[src/spq_pkg.sv]
// ----------------------------------------------------------------------------
// spq_pkg
// Types and codes shared by the stable priority queue and its cells.
// ----------------------------------------------------------------------------
package spq_pkg;

  localparam int KEY_W   = 16;
  localparam int LEVEL_W = 2;
  localparam int AGE_W   = 8;
  localparam int OP_W    = 2;
  localparam int STAT_W  = 2;
  localparam int OUT_N_W = 5;

  localparam logic [OP_W-1:0] OP_INSERT = 2'd0;
  localparam logic [OP_W-1:0] OP_POP    = 2'd1;
  localparam logic [OP_W-1:0] OP_SEARCH = 2'd2;

  localparam logic [STAT_W-1:0] STAT_OK    = 2'd0;
  localparam logic [STAT_W-1:0] STAT_FULL  = 2'd1;
  localparam logic [STAT_W-1:0] STAT_EMPTY = 2'd2;

  typedef struct packed {
    logic [AGE_W-1:0]   age;
    logic [LEVEL_W-1:0] level;
    logic [KEY_W-1:0]   key;
  } entry_t;

  // Row-wide command, one bit per kind of move
  typedef struct packed {
    logic ins;
    logic pop;
    logic rot;
  } spq_cmd_t;

  // Where a cell sits relative to the fill level
  typedef struct packed {
    logic occ;
    logic at_fill;
    logic is_last;
  } spq_pos_t;

endpackage

[src/spq_cell.sv]
// ----------------------------------------------------------------------------
// spq_cell
// One slot of the queue: holds an entry, compares its level for insertion
// and shifts to or from its neighbors.
// ----------------------------------------------------------------------------
module spq_cell (
  input  logic              clk,
  input  spq_pkg::spq_cmd_t cmd,
  input  spq_pkg::spq_pos_t pos,
  input  spq_pkg::entry_t   new_ent,
  input  spq_pkg::entry_t   left_ent,
  input  spq_pkg::entry_t   right_ent,
  input  spq_pkg::entry_t   head_ent,
  input  logic              gt_prev,
  output logic              gt,
  output spq_pkg::entry_t   ent
);
  import spq_pkg::*;

  entry_t ent_r;
  entry_t ent_nxt;

  assign gt  = pos.occ && (ent_r.level > new_ent.level);
  assign ent = ent_r;

  always_comb begin
    ent_nxt = ent_r;
    if (cmd.ins) begin
      if (gt_prev) begin
        ent_nxt = left_ent;
      end else if (gt || pos.at_fill) begin
        ent_nxt = new_ent;
      end
    end else if (cmd.pop) begin
      ent_nxt = right_ent;
    end else if (cmd.rot) begin
      ent_nxt = pos.is_last ? head_ent : right_ent;
    end
  end

  always_ff @(posedge clk) begin
    ent_r <= ent_nxt;
  end

endmodule

[src/stable_priority_queue.sv]
// ----------------------------------------------------------------------------
// stable_priority_queue
// Bounded queue in priority order (level 0 most urgent, lower levels rank ahead),
// first come first served within a level, built as a row of shifting cells.
// ----------------------------------------------------------------------------
// Insert, pop and the unused opcode: a beat is accepted and its result beat
// is registered on the next edge, so with the result side ready one
// operation completes every cycle. A search rotates the whole row once
// through its head, one cell per cycle (a search of an empty queue answers
// as the other operations do); no beat is accepted during the rotation. A
// new beat is accepted only once the previous result beat has been taken or
// is being taken in the same cycle.
// ----------------------------------------------------------------------------
module stable_priority_queue #(
  parameter int DEPTH = 16
) (
  input  logic        clk,
  input  logic        rst_n,
  input  logic        in_tvalid,
  output logic        in_tready,
  input  logic [31:0] in_tdata,   // level[1:0], entry_key[17:2], entry_age[25:18]
  input  logic [1:0]  in_tuser,   // opcode[1:0]
  output logic        out_tvalid,
  input  logic        out_tready,
  output logic [39:0] out_tdata,  // head_key[15:0], head_level[17:16], head_age[25:18],
                                  // occupancy[30:26], match_count[35:31]
  output logic [1:0]  out_tuser   // status[1:0]
);
  import spq_pkg::*;

  localparam int CW = $clog2(DEPTH + 1);
  localparam int IW = (DEPTH > 1) ? $clog2(DEPTH) : 1;

  localparam logic ST_IDLE   = 1'b0;
  localparam logic ST_SEARCH = 1'b1;

  logic               state_r, state_nxt;
  logic [CW-1:0]      fill_r, fill_nxt;
  logic [IW-1:0]      cnt_r, cnt_nxt;
  logic [CW-1:0]      mcnt_r, mcnt_nxt;
  logic [KEY_W-1:0]   skey_r, skey_nxt;
  logic [LEVEL_W-1:0] flvl_r, flvl_nxt;
  logic [AGE_W-1:0]   fage_r, fage_nxt;

  logic               ovalid_r, ovalid_nxt;
  logic [STAT_W-1:0]  ostat_r, ostat_nxt;
  logic [KEY_W-1:0]   okey_r, okey_nxt;
  logic [LEVEL_W-1:0] olvl_r, olvl_nxt;
  logic [AGE_W-1:0]   oage_r, oage_nxt;
  logic [OUT_N_W-1:0] oocc_r, oocc_nxt;
  logic [OUT_N_W-1:0] omat_r, omat_nxt;

  logic          acc;
  logic [OP_W-1:0] op;
  entry_t        new_ent;
  spq_cmd_t      cmd;
  logic          full;
  logic          empty;
  logic          hit;
  logic          last_step;
  logic [CW-1:0] last_idx;

  entry_t        ents [DEPTH];
  logic          gts  [DEPTH];
  spq_pos_t      poss [DEPTH];

  assign op            = in_tuser;
  assign new_ent.level = in_tdata[1:0];
  assign new_ent.key   = in_tdata[17:2];
  assign new_ent.age   = in_tdata[25:18];

  assign in_tready = (state_r == ST_IDLE) && (!ovalid_r || out_tready);
  assign acc       = in_tvalid && in_tready;
  assign full      = (fill_r == CW'(DEPTH));
  assign empty     = (fill_r == '0);
  assign last_idx  = fill_r - CW'(1);

  assign cmd.ins = acc && (op == OP_INSERT) && !full;
  assign cmd.pop = acc && (op == OP_POP) && !empty;
  assign cmd.rot = (state_r == ST_SEARCH);

  assign hit       = (ents[0].key == skey_r);
  assign last_step = (CW'(cnt_r) == last_idx);

  for (genvar i = 0; i < DEPTH; i++) begin : g_cell
    entry_t left_ent;
    entry_t right_ent;
    logic   gt_prev;

    if (i == 0) begin : g_first
      assign left_ent = new_ent;
      assign gt_prev  = 1'b0;
    end else begin : g_mid
      assign left_ent = ents[i-1];
      assign gt_prev  = gts[i-1];
    end

    if (i == DEPTH - 1) begin : g_end
      assign right_ent = ents[i];
    end else begin : g_inner
      assign right_ent = ents[i+1];
    end

    assign poss[i].occ     = (CW'(i) < fill_r);
    assign poss[i].at_fill = (CW'(i) == fill_r);
    assign poss[i].is_last = (CW'(i) == last_idx);

    spq_cell u_cell (
      .clk       (clk),
      .cmd       (cmd),
      .pos       (poss[i]),
      .new_ent   (new_ent),
      .left_ent  (left_ent),
      .right_ent (right_ent),
      .head_ent  (ents[0]),
      .gt_prev   (gt_prev),
      .gt        (gts[i]),
      .ent       (ents[i])
    );
  end

  always_comb begin
    state_nxt  = state_r;
    fill_nxt   = fill_r;
    cnt_nxt    = cnt_r;
    mcnt_nxt   = mcnt_r;
    skey_nxt   = skey_r;
    flvl_nxt   = flvl_r;
    fage_nxt   = fage_r;
    ovalid_nxt = ovalid_r && !out_tready;
    ostat_nxt  = ostat_r;
    okey_nxt   = okey_r;
    olvl_nxt   = olvl_r;
    oage_nxt   = oage_r;
    oocc_nxt   = oocc_r;
    omat_nxt   = omat_r;

    if (cmd.ins) begin
      fill_nxt = fill_r + CW'(1);
    end else if (cmd.pop) begin
      fill_nxt = fill_r - CW'(1);
    end

    case (state_r)
      ST_IDLE: begin
        if (acc) begin
          ostat_nxt = STAT_OK;
          okey_nxt  = '0;
          olvl_nxt  = '0;
          oage_nxt  = '0;
          omat_nxt  = '0;
          oocc_nxt  = OUT_N_W'(fill_nxt);
          if (op == OP_INSERT && full) begin
            ostat_nxt = STAT_FULL;
          end
          if (op == OP_POP) begin
            if (empty) begin
              ostat_nxt = STAT_EMPTY;
            end else begin
              okey_nxt = ents[0].key;
              olvl_nxt = ents[0].level;
              oage_nxt = ents[0].age;
            end
          end
          if (op == OP_SEARCH && !empty) begin
            state_nxt = ST_SEARCH;
            cnt_nxt   = '0;
            mcnt_nxt  = '0;
            skey_nxt  = new_ent.key;
            flvl_nxt  = '0;
            fage_nxt  = '0;
          end else begin
            ovalid_nxt = 1'b1;
          end
        end
      end
      ST_SEARCH: begin
        if (hit) begin
          mcnt_nxt = mcnt_r + CW'(1);
          if (mcnt_r == '0) begin
            flvl_nxt = ents[0].level;
            fage_nxt = ents[0].age;
          end
        end
        cnt_nxt = cnt_r + IW'(1);
        if (last_step) begin
          state_nxt  = ST_IDLE;
          ovalid_nxt = 1'b1;
          ostat_nxt  = STAT_OK;
          okey_nxt   = '0;
          olvl_nxt   = flvl_nxt;
          oage_nxt   = fage_nxt;
          oocc_nxt   = OUT_N_W'(fill_r);
          omat_nxt   = OUT_N_W'(mcnt_nxt);
        end
      end
      default: begin
        state_nxt = ST_IDLE;
      end
    endcase
  end

  always_ff @(posedge clk) begin
    if (!rst_n) begin
      state_r  <= ST_IDLE;
      fill_r   <= '0;
      ovalid_r <= 1'b0;
    end else begin
      state_r  <= state_nxt;
      fill_r   <= fill_nxt;
      ovalid_r <= ovalid_nxt;
    end
  end

  always_ff @(posedge clk) begin
    cnt_r   <= cnt_nxt;
    mcnt_r  <= mcnt_nxt;
    skey_r  <= skey_nxt;
    flvl_r  <= flvl_nxt;
    fage_r  <= fage_nxt;
    ostat_r <= ostat_nxt;
    okey_r  <= okey_nxt;
    olvl_r  <= olvl_nxt;
    oage_r  <= oage_nxt;
    oocc_r  <= oocc_nxt;
    omat_r  <= omat_nxt;
  end

  assign out_tvalid = ovalid_r;
  assign out_tuser  = ostat_r;
  assign out_tdata  = {4'b0000, omat_r, oocc_r, oage_r, olvl_r, okey_r};

endmodule
[config.mk]
export PLATFORM = sky130hd
export DESIGN_NAME = stable_priority_queue
export DESIGN_NICKNAME = d
export VERILOG_FILES = /design/src/spq_pkg.sv /design/src/spq_cell.sv /design/src/stable_priority_queue.sv
export SDC_FILE = /design/constraint.sdc
export NUM_CORES = 1
export LEC_CHECK = 0
export BUFFER_PORTS_ARGS = -buffer_cell sky130_fd_sc_hd__buf_2
export CAP_MARGIN = 0
export CORE_MARGIN = 10
export CORE_UTILIZATION = 50
export CTS_BUF_LIST = sky130_fd_sc_hd__clkbuf_4 sky130_fd_sc_hd__clkbuf_8 sky130_fd_sc_hd__clkbuf_16
export CTS_CLUSTER_SIZE = 16
export DETAILED_ROUTE_END_ITERATION = 6
export PLACE_DENSITY = 0.66
export SLEW_MARGIN = 20
export SYNTH_ARGS = -nofsm -noshare
export SYNTH_HDL_FRONTEND = slang
export SYNTH_HIERARCHICAL = 1
export SYNTH_SLANG_ARGS = --single-unit
[constraint.sdc]
create_clock -name clk -period 17.2 [get_ports clk]
set_input_delay 0.86 -clock clk [delete_from_list [all_inputs] [get_ports clk]]
set_output_delay 0.86 -clock clk [all_outputs]
set_load 0.02 [all_outputs]
# Yosys cells after proc, flatten, opt, wreduce, memory -nomap -nowiden
# Index checks and enable logic that the tools add are counted.
# totals
input_bits	38
ff_bits	496
output_inout_bits	44
word_cells	376
# classes
n_addsub	4
bitwise	1
eq_ne	56
reduce_logical	72
order_cmp	32
muxes	149
# ops
operator	count
2-to-1 mux 26 bit	95
== test 4 x 5 -> 1 bit (first input constant)	16
2-to-1 mux 16 bit	4
2-to-1 mux 8 bit	8
2-to-1 mux 5 bit	9
!= test 3 x 1 -> 1 bit (second input constant)	15
== test 3 x 5 -> 1 bit (first input constant)	8
less-than comparator 4 x 5 -> 1 bit (first input constant)	8
greater-than comparator 2 bit	16
case mux 16 bit (2 select lines)	1
case mux 8 bit (2 select lines)	2
AND reduction 2 bit	16
case mux 5 bit (2 select lines)	3
logical AND 1 bit	25
2-to-1 mux 2 bit	12
== test 2 x 5 -> 1 bit (first input constant)	4
less-than comparator 3 x 5 -> 1 bit (first input constant)	4
logical OR 1 bit	17
== test 16 bit	1
logical NOT 5 bit	3
case mux 2 bit (2 select lines)	3
adder 5 x 1 -> 5 bit (second input constant)	2
== test 1 x 5 -> 1 bit (first input constant)	2
less-than comparator 1 x 5 -> 1 bit (first input constant)	2
21 further kinds	38

# Longest topological paths before layout
# logic_depth
depth_word	10
mapped_depth	14
depth_no_buf	10

# By module
# The synthesis kept the hierarchy.
# by_module_without_submodules
mod	area_per_inst_um2	seq_area_each_um2	n_inst	cells_each
spq_cell	1746.7	780.7	16	124
stable_priority_queue	4346.7	2332.2	1	407

# Least setup slack after synthesis
# No wires, ideal clock.
# synth_timing
path_type	input port to flip-flop
from	in in_tuser[1]
to	reg g_cell[0].u_cell.ent_r, in the netlist g_cell[0].u_cell/ent[0] (enable)
arrival_ps	5304
stages	3
setup_ps	366
slack_ps	11529
path_cell_list	or3b_2 -> nor4_2 -> o32a_2
# synth_rtl
item	line_no	text
from (decl)	stable_priority_queue.sv:22	input logic [1:0] in_tuser,
to (signal assigned)	spq_cell.sv:42	ent_r <= ent_nxt;
to (decl)	spq_cell.sv:20	entry_t ent_r;

==> flow_summary_export.csv <==
group,metric,value,unit
status,status,"completed",
finish,fin_nets,2474,
critical_path,worst_path_most_repeated_cell,"buf_4",
drt,wl_per_cell,26.8,um
hold_path,hp-class,"in2reg",
clock_network,clock-sinks,496,
critical_path,max_stage_delay,1.01,ns
critical_path,critPathLaunchType,"flop",
critical_path,path_class,"reg2reg",
critical_path,crit_arrival,6.48,ns
synth,synth_edf_count,489,
clock_network,clk_pin_slew_worst_paths,0.06,ns
clock_network,cts_tree,"built",
clock_network,htreeDepth,2,
critical_path,critPathMaxFanout,167,
placement,finalWeightedCongestion,0.857,
synth,ys_seq_area_share,45.9,%
floorplanning,dieWidth,274,um
placement,placed_cell_area,32400,um2
synth,synth.area.top_cells,"edfxtp_1 (45%), mux2i_1 (39%), buf_12 (3.0%)",
clock_network,post_cts_buffers,0,
floorplanning,row_count,93,
clock_network,clock-root-buffer,"clkbuf_16",
timing,grt_setup_unrepaired,"false",
drt,routed_via_density,6.14,
finish,fillers,5493,
synth,syn_avg_cell_area,13.5,um2
clock_network,cts_hold_buf,0,
floorplanning,die_h,274,um
critical_path,crit_path_end_kind,"flop",
synth,synthCells,2391,
critical_path,cp_slowest_cell,"buf_4",
pwr,sw_frac_of_total,32.8,%
pwr,p_clk_share,29.6,%
global_route,grt_max_degree,168,
drt,wl_met3,5660,um
global_route,track_usage,23.0,%
global_route,grt_pass1_vias,20466,
critical_path,crit_family,"buffers and inverters",
synth,synth_top_area_share,45.5,%
timing,fin_worst_skew,0.0210,ns
drt,drc_errors,0,
pwr,power.internal,2.68,mW
timing,finalSetupViolations,0,
synth,async_reset_ff_share,0,%
pwr,p_switching,1.31,mW
timing,hold_viol,0,
floorplanning,start_util,50.3,%
drt,wirelength,88300,um
critical_path,cp_num_buf_inv,6,
drt,via_count,20246,
timing,finalSetupTns,0,ns
drt,met1_length,39800,um
floorplanning,core_area,64200,um2
finish,syn2layout_area_growth,5.90,%
timing,tightest_slew,1.18,ns
floorplanning,ioPinCount,82,
run,drv_cap,0,
synth,yosys.area.top_type,"edfxtp_1",
synth,synth-seq-cells,496,
global_route,grt_pass1_wl,132000,um
global_route,globalRouteOverflowTotal,0,
drt,top_signal_layer_used,"met5",
pwr,p_leak,10.6,nW
timing,slew_headroom,21.1,%
synth,yosysWarningCount,6,
timing,drv_slew,0,
clock_network,cts-resized-gates,0,
global_route,grt_antenna_before_repair,9,
clock_network,clockBufferDepth,3,
placement,hpwl,51600,um
synth,synthFlopType,"edfxtp_1",
clock_network,clock_latency,0.63,ns
critical_path,path_cells,"inv_1 -> ha_1 -> nor4bb_1 -> or4_4 -> inv_16 -> buf_4 -> buf_12 -> buf_16 -> buf_4 -> mux2i_1",
critical_path,worst_ep_required_time,17.52,ns
drt,drt-initial-drc-count,1949,
drt,ant_nets,0,
clock_network,numCtsBuffers,55,
timing,max_freq,162,MHz
synth,ys_types,59,
placement,portBuffers,71,
synth,netlist_area,32300,um2
drt,drt-pass1-iter-count,5,
pwr,seqPwrFrac,44.6,%
drt,wl_met2,40300,um
pwr,power.density,117,nW/um2
pwr,irDropWorstVdd,76.6,uV
timing,min_period,6.16,ns
floorplanning,dieArea,75200,um2
finish,stdcell_area,34200,um2
timing,timing.final.crit_share,35.8,%
finish,drive_gt1_share,11.0,%
pwr,power_frac_comb,25.8,%
-- final cells by class --
cell class / instances / area, um2 / area share (%)
timing repair buffer: 114 / 711 / 2.08
tap: 855 / 1070 / 3.13
multi-input combinational: 1683 / 15600 / 45.7
inverter: 45 / 185 / 0.541
clock inverter: 34 / 249 / 0.728
sequential: 496 / 14800 / 43.4
clock buffer: 68 / 1520 / 4.43
antenna: 4 / 10.0 / 0.0293
-- cells by family (layout without fill, tap and decap cells) --
family / count (synthesis) / count (layout) / share of synthesized area (%)
other: 1 / 9 / 0.0116
XOR/XNOR: 26 / 26 / 0.728
multiplexers: 1272 / 1272 / 39.4
buffers and inverters: 216 / 261 / 5.89
AND/OR/NAND/NOR: 257 / 257 / 4.35
flip-flops: 496 / 496 / 45.9
adder cells (fa/ha/maj): 41 / 41 / 1.59
AO/OA/AOI/OAI: 82 / 82 / 2.11
-- sequential cells by signal, summed over array words and instances, names as in the netlist --
signal / cells
g_cell.u_cell/ent: 416
okey_r: 16
skey_r: 16
fage_r: 8
oage_r: 8
fill_r: 5
mcnt_r: 5
omat_r: 5
oocc_r: 5
cnt_r: 4
flvl_r: 2
olvl_r: 2
out_tuser: 2
out_tvalid: 1
state_r: 1
-- synthesized netlist by cell type, drive strengths merged, types with 11 or more instances --
cell type	count
nor2b	36
nand2	90
xnor2	22
and2	17
and3	22
nor2	50
clkbuf	16
edfxtp	489
o21ai	12
ha	41
a21boi	11
buf	155
mux2i	1272
o32a	17
inv	43
o211a	16
-- worst paths after layout --
check | end | startpoint | slack [ns] | cells after the start
worst max-delay path | g_cell[8].u_cell/ent[1] | fill_r[0] | 11.04 | 10
worst max register to register | g_cell[8].u_cell/ent[1] | fill_r[0] | 11.04 | 10
worst min-delay path | state_r | rst_n | 0.54 | 2
worst min register to register | flvl_r[1] | flvl_r[1] | 0.62 | 2
-- per-stage QoR --
| stage | cells | power (mW) | utilization [%] | setup WS (ns) | hold WS [ns] |
|---|---|---|---|---|---|
| 6_report | 3299 | 3.99 | 53.2 | 11.04 | 0.540 |
| 2_1_floorplan | 2395 | 2.50 | - | 11.53 | 0.581 |
| 3_5_place_dp | 3192 | 2.82 | 50.4 | 11.08 | 0.612 |
| 4_1_cts | 3294 | 4.00 | 53.2 | 11.19 | 0.524 |
| 3_3_place_gp | 3192 | 2.78 | 50.4 | 11.17 | 0.600 |
| 5_1_grt | 3297 | 4.16 | 53.2 | 10.71 | 0.544 |
-- power by group through the flow --
stage	clock (mW)	sequential, mW	combinational (mW)
2_1_floorplan	0	1.75	0.750
3_3_place_gp	0	1.79	0.991
3_5_place_dp	0	1.80	1.02
4_1_cts	1.20	1.77	1.02
5_1_grt	1.25	1.80	1.11
6_report	1.18	1.78	1.03
-- layer usage --
metal	vias up	track usage [%]
li1	9120	-
met1	10324	31.5
met2	647	36.5
met3	153	3.93
met4	2	7.42
met5	-	0
-- cells in the final DEF, fill, tap and decap left out, types with 3 or more instances in the layout --
cell	count
nand4_1	6
o211a_2	15
inv_1	42
clkbuf_4	10
and3_1	22
buf_2	71
nor3_1	5
clkinv_1	14
a21oi_1	7
nand2b_1	8
clkinv_2	15
conb_1	5
xnor2_1	21
o21ai_0	11
and2_1	17
nor2_1	49
xor2_1	4
diode_2	4
o22ai_1	3
nand3_1	8
clkbuf_16	57
nor2b_4	16
a21boi_0	11
o32a_2	16
nand2_1	89
edfxtp_1	489
bufinv_16	3
mux2i_1	1272
ha_1	41
nor2b_1	20
dfxtp_1	6
buf_4	41
(Power assumes the default switching activity.)
